**src/ifp_pkg.sv**
```systemverilog
// ----------------------------------------------------------------------------
// IMU angle frame parser package
// Frame constants, the scaled-angle width and the frame result record.
// ----------------------------------------------------------------------------
`timescale 1ns / 1ps

package ifp_pkg;

    localparam int BYTE_W   = 8;
    localparam int RAW_W    = 16;
    localparam int ANGLE_W  = 24;
    localparam int N_ANGLE  = 3;
    localparam int N_ABYTES = 6;
    localparam int POS_W    = 4;
    localparam int OUT_W    = N_ANGLE * ANGLE_W;

    localparam logic [BYTE_W-1:0] HDR_BYTE   = 8'h55;
    localparam logic [BYTE_W-1:0] ANGLE_TYPE = 8'h53;
    localparam logic [POS_W-1:0]  POS_TYPE   = 4'd1;
    localparam logic [POS_W-1:0]  POS_FIRST  = 4'd2;
    localparam logic [POS_W-1:0]  POS_ALAST  = 4'd7;
    localparam logic [POS_W-1:0]  POS_CSUM   = 4'd10;

    // Frame parser states.
    localparam logic ST_HUNT  = 1'b0;
    localparam logic ST_FRAME = 1'b1;

    typedef logic [BYTE_W-1:0] t_byte;

    // One completed, checked frame: hit flag plus angle bytes 2..7.
    typedef struct packed {
        logic                      hit;
        t_byte [N_ABYTES-1:0]      abytes;
    } t_frame_result;

endpackage

```
**src/imu_angle_frame_parser_core.sv**
```systemverilog
// ----------------------------------------------------------------------------
// IMU angle frame parser core
// Parses 11-byte IMU angle frames from a byte stream into scaled angles.
// ----------------------------------------------------------------------------
// Each byte transfer on the slave side goes into an input register; the
// frame state machine consumes it from there and, on the checksum byte of a
// good frame, the scaled roll, pitch and yaw land in the output register.
// A frame starts with header 0x55, has type byte 0x53 at offset 1, angles as
// little-endian int16 at offsets 2/3, 4/5 and 6/7, and ends with an 8-bit
// additive checksum of offsets 0 to 9 at offset 10. Bad frames are dropped
// silently and the parser hunts for the next header. Angles are degrees
// times 32768, signed 24 bits (raw value times 180, exact). The core takes
// one byte per clock while the output is not stalled: a byte leaves the
// input register whenever the output register is empty or being read in
// the same cycle. The last byte of a frame passes through the input
// register, and its result is then held in the output register.
// ----------------------------------------------------------------------------
`timescale 1ns / 1ps

module imu_angle_frame_parser_core (
    input  logic                      i_clk,
    input  logic                      i_rst_n,
    // Slave side: one received serial byte.
    input  logic                      i_s_axis_tvalid,
    output logic                      o_s_axis_tready,
    input  logic [7:0]                i_s_axis_tdata,   // [7:0] rx_byte
    // Master side: one parsed angle frame.
    output logic                      o_m_axis_tvalid,
    input  logic                      i_m_axis_tready,
    // [23:0] roll_angle, [47:24] pitch_angle, [71:48] yaw_angle
    output logic [ifp_pkg::OUT_W-1:0] o_m_axis_tdata
);
    import ifp_pkg::*;

    logic                  r_in_valid;
    t_byte                 r_in_byte;
    logic                  r_out_valid;
    logic [OUT_W-1:0]      r_out_data;

    logic                  w_advance;
    logic                  w_fire;
    t_frame_result         w_result;
    logic signed [N_ANGLE-1:0][ANGLE_W-1:0] w_angles;

    // The output register can take a new result when it is empty or its
    // current result is being transferred in this cycle.
    assign w_advance       = !r_out_valid || i_m_axis_tready;
    assign w_fire          = r_in_valid && w_advance;
    assign o_s_axis_tready = !r_in_valid || w_advance;

    always_ff @(posedge i_clk) begin
        if (!i_rst_n) begin
            r_in_valid <= 1'b0;
        end else if (o_s_axis_tready) begin
            r_in_valid <= i_s_axis_tvalid;
        end
    end

    always_ff @(posedge i_clk) begin
        if (o_s_axis_tready && i_s_axis_tvalid) begin
            r_in_byte <= i_s_axis_tdata;
        end
    end

    ifp_frame_fsm u_fsm (
        .i_clk    (i_clk),
        .i_rst_n  (i_rst_n),
        .i_fire   (w_fire),
        .i_byte   (r_in_byte),
        .o_result (w_result)
    );

    ifp_angle_scale u_scale (
        .i_abytes (w_result.abytes),
        .o_angles (w_angles)
    );

    always_ff @(posedge i_clk) begin
        if (!i_rst_n) begin
            r_out_valid <= 1'b0;
        end else if (w_advance) begin
            r_out_valid <= w_result.hit;
        end
    end

    always_ff @(posedge i_clk) begin
        if (w_advance && w_result.hit) begin
            r_out_data <= w_angles;
        end
    end

    assign o_m_axis_tvalid = r_out_valid;
    assign o_m_axis_tdata  = r_out_data;

endmodule

```
**src/ifp_frame_fsm.sv**
```systemverilog
// ----------------------------------------------------------------------------
// IMU angle frame parser state machine
// Hunts for the header, collects the frame body and checks type and sum.
// ----------------------------------------------------------------------------
`timescale 1ns / 1ps

module ifp_frame_fsm (
    input  logic                  i_clk,
    input  logic                  i_rst_n,
    input  logic                  i_fire,
    input  ifp_pkg::t_byte        i_byte,
    output ifp_pkg::t_frame_result o_result
);
    import ifp_pkg::*;

    logic                 r_state, n_state;
    logic [POS_W-1:0]     r_pos, n_pos;
    t_byte                r_sum, n_sum;
    logic                 r_type_ok, n_type_ok;
    t_byte [N_ABYTES-1:0] r_abytes;
    logic                 w_store;
    logic [2:0]           w_aidx;

    assign w_aidx  = r_pos[2:0] - POS_FIRST[2:0];
    assign w_store = i_fire && (r_state == ST_FRAME) && (r_pos >= POS_FIRST)
                     && (r_pos <= POS_ALAST);

    always_comb begin
        n_state   = r_state;
        n_pos     = r_pos;
        n_sum     = r_sum;
        n_type_ok = r_type_ok;
        unique case (r_state)
            ST_HUNT: begin
                if (i_byte == HDR_BYTE) begin
                    n_state   = ST_FRAME;
                    n_pos     = POS_TYPE;
                    n_sum     = HDR_BYTE;
                    n_type_ok = 1'b0;
                end
            end
            ST_FRAME: begin
                if (r_pos >= POS_CSUM) begin
                    n_state = ST_HUNT;
                    n_pos   = '0;
                end else begin
                    if (r_pos <= POS_TYPE) begin
                        n_type_ok = (i_byte == ANGLE_TYPE);
                    end
                    n_sum = r_sum + i_byte;
                    n_pos = r_pos + 1'b1;
                end
            end
            default: begin
                n_state = ST_HUNT;
            end
        endcase
    end

    always_ff @(posedge i_clk) begin
        if (!i_rst_n) begin
            r_state   <= ST_HUNT;
            r_pos     <= '0;
            r_sum     <= '0;
            r_type_ok <= 1'b0;
        end else if (i_fire) begin
            r_state   <= n_state;
            r_pos     <= n_pos;
            r_sum     <= n_sum;
            r_type_ok <= n_type_ok;
        end
    end

    // Angle byte store holds payload only and needs no reset.
    always_ff @(posedge i_clk) begin
        if (w_store) begin
            r_abytes[w_aidx] <= i_byte;
        end
    end

    // The checksum byte closes a good frame when type and sum both match.
    assign o_result.hit    = i_fire && (r_state == ST_FRAME) && (r_pos >= POS_CSUM)
                             && r_type_ok && (r_sum == i_byte);
    assign o_result.abytes = r_abytes;

endmodule

```
**src/ifp_angle_scale.sv**
```systemverilog
// ----------------------------------------------------------------------------
// IMU angle frame parser angle scaler
// Forms three little-endian int16 angles and multiplies each by 180.
// ----------------------------------------------------------------------------
`timescale 1ns / 1ps

module ifp_angle_scale (
    input  ifp_pkg::t_byte [ifp_pkg::N_ABYTES-1:0]                   i_abytes,
    output logic signed [ifp_pkg::N_ANGLE-1:0][ifp_pkg::ANGLE_W-1:0] o_angles
);
    import ifp_pkg::*;

    logic signed [RAW_W-1:0]   w_raw [N_ANGLE];
    logic signed [ANGLE_W-1:0] w_ext [N_ANGLE];

    // 180 = 128 + 32 + 16 + 4, so the product is four shifted adds.
    always_comb begin
        for (int k = 0; k < N_ANGLE; k++) begin
            w_raw[k]    = {i_abytes[2*k+1], i_abytes[2*k]};
            w_ext[k]    = ANGLE_W'(w_raw[k]);
            o_angles[k] = (w_ext[k] <<< 7) + (w_ext[k] <<< 5)
                          + (w_ext[k] <<< 4) + (w_ext[k] <<< 2);
        end
    end

endmodule

```
**config.mk**
```make
export PLATFORM = sky130hd
export DESIGN_NAME = imu_angle_frame_parser_core
export DESIGN_NICKNAME = d
export VERILOG_FILES = /design/src/ifp_pkg.sv /design/src/imu_angle_frame_parser_core.sv /design/src/ifp_frame_fsm.sv /design/src/ifp_angle_scale.sv
export SDC_FILE = /design/constraint.sdc
export NUM_CORES = 1
export LEC_CHECK = 0
export ABC_AREA = 1
export BUFFER_PORTS_ARGS = -buffer_cell sky130_fd_sc_hd__buf_2
export CAP_MARGIN = 20
export CELL_PAD_IN_SITES_DETAIL_PLACEMENT = 1
export CELL_PAD_IN_SITES_GLOBAL_PLACEMENT = 2
export CORE_ASPECT_RATIO = 0.8
export CORE_MARGIN = 2
export CORE_UTILIZATION = 35
export CTS_CLUSTER_SIZE = 30
export DETAILED_ROUTE_END_ITERATION = 8
export PLACE_DENSITY_LB_ADDON = 0.1
export SETUP_SLACK_MARGIN = 0.02
export SLEW_MARGIN = 20
export SYNTH_ARGS = -nofsm -noshare
export SYNTH_HDL_FRONTEND = slang
export SYNTH_SLANG_ARGS = --single-unit
```
**constraint.sdc**
```tcl
create_clock -name i_clk -period 6.9 [get_ports i_clk]
set_clock_uncertainty 0.15 [all_clocks]
set_input_delay 1.035 -clock i_clk [delete_from_list [all_inputs] [get_ports i_clk]]
set_output_delay 1.035 -clock i_clk [all_outputs]
set_load 0.01 [all_outputs]
```
Word-level counts from Yosys, hierarchy flattened
Cells that the tools add are included.
- flip-flop bits (word level): 144
- input bits: 12
- output and inout bits: 74
- word-level logic and storage cells: 72
- add/sub/neg operators: 12
- order comparisons: 6
- equality and inequality tests: 6
- mux-type cells: 16
- bitwise gates (word level): 1
- reductions and logical operators: 17
- operators with widths (cell ; count):
    adder 23 x 21 -> 24 bit ; 3
    adder 24 x 18 -> 24 bit ; 3
    adder 24 x 20 -> 24 bit ; 3
    bitwise mux 48 bit ; 1
    demux 8 bit (select 3 bit) ; 1
    two-way mux 8 bit ; 3
    equality test 8 x 7 -> 1 bit, second input constant ; 2
    one-hot mux 8 bit (2 select lines) ; 1
    logical AND 1 bit ; 10
    adder 8 bit ; 1
    equality test 8 bit ; 1
    two-way mux 4 bit ; 2
    one-hot mux 4 bit (2 select lines) ; 1
    two-way mux 1 bit ; 5
    adder 4 x 1 -> 4 bit, second input constant ; 1
    >= comparator 4 x 2 -> 1 bit, second input constant ; 1
    >= comparator 4 bit, second input constant ; 1
    less-or-equal comparator 4 x 1 -> 1 bit, second input constant ; 1
    less-or-equal comparator 4 x 3 -> 1 bit, second input constant ; 1
    less-than comparator 3 x 4 -> 1 bit, second input constant ; 1
    inequality test 2 bit, second input constant ; 2
    one-hot mux 1 bit (2 select lines) ; 2
    AND reduction 4 bit ; 1
    >= comparator 3 x 1 -> 1 bit, second input constant ; 1
    7 further kinds ; 9

Depth between registers and ports, before layout
- depth in word-level cells: 8
- depth in mapped cells: 16
- depth with buffers taken out: 16

Cells and area by module
A second synthesis with hierarchy kept.
- cells, all modules: 1083
- area, all modules: 10272.4 um2
- by module, submodules not included (module ; times used ; cells each ; area each (um2)):
    ifp_angle_scale ; 1 ; 774 ; 5217.5
    ifp_frame_fsm ; 1 ; 212 ; 2534.9
    imu_angle_frame_parser_core ; 1 ; 97 ; 2519.9

Least setup slack after synthesis
Ideal clock, no wire load.
- path type: input-to-reg
- start point: input i_m_axis_tready
- end point: register r_out_data[10] (netlist: o_m_axis_tdata[10]), enable pin
- library setup time: 0.571 ns
- arrival: 5.890 ns
- required time: 6.179 ns
- setup slack: 0.289 ns
- stages: 4
- cells stage by stage: nor2_1 -> nor2_4 -> nand2_1 -> nor3_1
- word-level cells in the longest chain between the ends: 7
- ends and longest elaborated chain (item ; line ; RTL):
    start, declared ; imu_angle_frame_parser_core.sv:29 ; input logic i_m_axis_tready,
    logical OR 1 bit (*) ; imu_angle_frame_parser_core.sv:47 ; assign w_advance = !r_out_valid || i_m_axis_tready;
    logical AND 1 bit ; imu_angle_frame_parser_core.sv:48 ; assign w_fire = r_in_valid && w_advance;
    logical AND 1 bit (2 in a row) ; ifp_frame_fsm.sv:82 ; assign o_result.hit = i_fire && (r_state == ST_FRAME) && (r_pos >= POS_CSUM)
    logical AND 1 bit (2 in a row) ; ifp_frame_fsm.sv:83 ; && r_type_ok && (r_sum == i_byte);
    logical AND 1 bit (*) ; imu_angle_frame_parser_core.sv:87 ; if (w_advance && w_result.hit) begin
    end signal, assigned ; imu_angle_frame_parser_core.sv:88 ; r_out_data <= w_angles;
    end, declared ; imu_angle_frame_parser_core.sv:38 ; logic [OUT_W-1:0] r_out_data;
Mark *: on every way between the ends. The rest lies on a longest branch, timed or not.
A chain may end at the register's enable or synchronous reset.

==> impl_table.tex <==
\begin{tabular}{lr}
\hline
Metric & Value \\
\hline
\multicolumn{2}{l}{\textbf{Yosys}} \\
Cell taking the most area after synthesis & sky130\_fd\_sc\_hd\_\_edfxtp\_1 \\
Unique masters post-synth & 34 \\
Count of synthesis-stage warnings from yosys & 0 \\
Share of Yosys cell area claimed by the top area cell type & 36.78\% \\
Average cell area after synthesis & 9.449 sq um \\
Post-synthesis instance total & $\sim$1100 \\
Synth top area cells & sky130\_fd\_sc\_hd\_\_edfxtp\_1 (37\%), sky130\_fd\_sc\_hd\_\_fa\_1 (16\%), sky130\_fd\_sc\_hd\_\_ha\_1 (9.9\%) \\
Sequential cell area fraction in the yosys report & 40.00\% \\
Post-synthesis cell area & around 0.01 sq mm \\
Synthesized flop and latch total & 138 \\
\multicolumn{2}{l}{\textbf{Setup path}} \\
Critical Path Source Type & register \\
Worst EP required & $\sim$6.9 ns \\
Nature of the critical path endpoint & register \\
Arrival time of data at the critical path endpoint & 3.47 ns \\
Largest fanout on the critical path & 4 \\
Setup CP Type & reg -> reg \\
\multicolumn{2}{l}{\textbf{Outcome}} \\
Outcome & completed \\
\multicolumn{2}{l}{\textbf{Power and ir drop}} \\
Total Power & 1904 uW \\
Maximum ir drop on the vdd rail & roughly 0.19 mV \\
Leakage Power & around 0.0053 uW \\
Cell area power density & approximately 170 mW/mm\^{}2 \\
\multicolumn{2}{l}{\textbf{Floorplanning}} \\
Ports & 86 \\
Starting density of the core & 35.39\% \\
Width of the chip & 192.6 um \\
Placeable core area & 0.02815 sq mm \\
Die span in y & between 150 and 200 um \\
Cell Rows & 55 \\
Full die area & 0.02983 sq mm \\
\multicolumn{2}{l}{\textbf{Clock network}} \\
Total CTS buffers & 17 \\
Post-CTS repair timing setup buffer count & 0 \\
Worst-path clk slew & 0.06 ns \\
Number of levels in the clock H-tree & 4 \\
Clock Root Buffer & sky130\_fd\_sc\_hd\_\_clkbuf\_16 \\
Clock Sink Count & about 140 \\
\# hold bufs at CTS & 0 \\
TritonCTS clock tree & done \\
Number of resized instances in the post-cts repair step & 0 \\
Skew-Pair Late Insertion Delay & 0.43 ns \\
Number of buffers between clock root and the deepest sink & 2 \\
\multicolumn{2}{l}{\textbf{STA}} \\
Fmax achieved & 291.5 MHz \\
Summed negative setup slack over all endpoints & 0 ns \\
Worst-Margin Slew & 0.7926 ns \\
Unrepaired setup endpoints after global routing & no \\
Hold Violations, Final & 0 \\
Setup-violating endpoint count in the final report & 0 \\
Share of the clock period used by the worst path after layout & 49.72\% \\
Post-layout min period & about 3.4 ns \\
Final count of pins violating max slew & 0 \\
Relative slew slack & 46.96\% \\
\multicolumn{2}{l}{\textbf{Global route}} \\
Met1 Resource Use GR & 25.44\% \\
Number of antenna violations at the first check in global routing & 0 \\
Largest net degree at the start of global routing & 40 \\
Most used routing layer in global routing & met2 \\
Met3 capacity usage during global routing & 2.842\% \\
Met2 Usage GRT & 25.81\% \\
Grt total ovfl & 0 \\
GRT Util Overall & 17.10\% \\
Global-route wire length before repair & 39730 um \\
Via count of the first global-routing pass & $\sim$7600 \\
\multicolumn{2}{l}{\textbf{Placed design}} \\
Final RePlAce weighted congestion & 0.7786 \\
PortBufs & a little under 80 \\
Placement Cell Area & 0.01078 sq mm \\
Half-perimeter wire length after placement & 18750 um \\
Dpl cells & 1501 \\
\multicolumn{2}{l}{\textbf{Layout}} \\
Final standard cell count with taps included and fillers excluded & between 1500 and 2000 \\
Number of nets at the end of the flow & 1323 \\
Proportion of layout cells with a drive suffix above 1 & 10.75\% \\
Final core utilization & 40.49\% \\
Leading cell type in the layout, fill and taps excluded & sky130\_fd\_sc\_hd\_\_nand2\_1 \\
Growth of design area from synthesis to finish & 14.42\% \\
Final standard cell area without fillers & between 0.01 and 0.015 sq mm \\
Antenna cells & 0 \\
Top library cells by usage in the layout, fill and taps aside & sky130\_fd\_sc\_hd\_\_nand2\_1 (230), sky130\_fd\_sc\_hd\_\_inv\_1 (221), sky130\_fd\_sc\_hd\_\_edfxtp\_1 (122) \\
\multicolumn{2}{l}{\textbf{Routing}} \\
Count of vias placed by the detailed router & 7050 \\
Number of DRC markers after the initial detailed-route iteration & approximately 200 \\
Count of unresolved DRC violations after routing & 0 \\
Routed wirelength normalized by instance count & 15.42 um \\
Post-detailed-route via-to-cell ratio & between 4 and 5 \\
Total Wirelength & around 24000 um \\
Iteration count of the initial detailed-routing pass & 4 \\
Routed Antenna Nets & 0 \\
\multicolumn{2}{l}{\textbf{Worst hold path}} \\
Worst Hold Class & reg -> reg \\
\multicolumn{2}{l}{\textbf{Flow run}} \\
Reported max-cap violation count & 0 \\
\hline
\end{tabular}
per-layer routing:
layer | share of wire [%] | routed length (um)
met1 | 52 | 12180
met2 | 44 | 10400
met3 | 3.5 | 838
met4 | 0.94 | 221
met5 | 0 | 0
path summary, 6_finish.rpt:
path | from | slack (ns) | endpoint | cells after the start
max | u_fsm.o_result[32] | 3.47 | o_m_axis_tdata[70] | 14
min | u_fsm.r_sum[2] | 0.32 | u_fsm.r_sum[2] | 2
max reg2reg | u_fsm.o_result[32] | 3.47 | o_m_axis_tdata[70] | 14
min reg2reg | u_fsm.r_sum[2] | 0.32 | u_fsm.r_sum[2] | 2
worst max-delay path, cell delays in order (launching register included):
cell and delay [ns]:
sky130_fd_sc_hd__edfxtp_1 0.45, sky130_fd_sc_hd__inv_1 0.09, sky130_fd_sc_hd__fa_1 0.54, sky130_fd_sc_hd__inv_1 0.05
sky130_fd_sc_hd__fa_1 0.56, sky130_fd_sc_hd__inv_1 0.08, sky130_fd_sc_hd__fa_1 0.46, sky130_fd_sc_hd__inv_1 0.11
sky130_fd_sc_hd__nand3_1 0.07, sky130_fd_sc_hd__nand2_1 0.15, sky130_fd_sc_hd__nand2_1 0.08, sky130_fd_sc_hd__nand2_1 0.15
sky130_fd_sc_hd__nand2_1 0.10, sky130_fd_sc_hd__nand3_1 0.10, sky130_fd_sc_hd__nand2_1 0.05
cell families after synthesis:
group           count (synthesis)  share of synthesized area (%)
other cells                     1                        0.03765
simple gates                  387                          16.17
flops                         138                          40.00
fa+ha+maj                     161                          26.41
buf+inv                       231                          9.108
xor+xnor                       30                          2.638
compound gates                106                          5.641
cell type report:
class,count,area (sq um)
well taps,370,462.9
flip-flops and latches,138,3984
inverters,222,834.6
clock buffers,19,442.9
clock inverters,13,168.9
fillers,3240,16750
repair buffers,81,410.4
multi-input cells,690,5092
synth_stat cells (all sizes together):
| master | count |
|---|---|
| nand2 | 234 |
| inv | 221 |
| edfxtp | 122 |
| fa | 82 |
| ha | 79 |
| nor2 | 76 |
| a21oi | 64 |
| nand3 | 54 |
| o21ai | 32 |
| xor2 | 22 |
| dfxtp | 16 |
| and2 | 9 |
| buf | 9 |
| nor3 | 8 |
| xnor2 | 8 |
| a21o | 3 |
| nand4 | 3 |
| o21bai | 3 |
| nand3b | 2 |
| a21boi | 1 |
| a22oi | 1 |
| a31oi | 1 |
| clkinv | 1 |
| conb | 1 |
| o21a | 1 |
| or2 | 1 |
metrics by stage:
stage                     hold slack [ns]  setup slack, ns
after global routing               0.3367            3.259
after global placement             0.2881            3.500
after floorplan                    0.2769           0.2888
final                              0.3177            3.469
after detailed placement           0.3088            3.440
after CTS                          0.3169            3.441
report_power, final:
| part | switching [uW] | internal, uW | leakage (uW) |
|---|---|---|---|
| Sequential | 9.84 | 904 | 0.00123 |
| Combinational | 14.0 | 6.63 | 0.00381 |
| Clock | 387 | 582 | 0.000287 |
state kept, by name (all words and copies together) (netlist names):
register and flops:
u_fsm.r_pos 4, u_fsm.r_state 1, o_m_axis_tdata 66, u_fsm.r_sum 8, r_in_byte 8, o_m_axis_tvalid 1
u_fsm.o_result 48, u_fsm.r_type_ok 1, r_in_valid 1
Power figures use the tool's default switching activity.
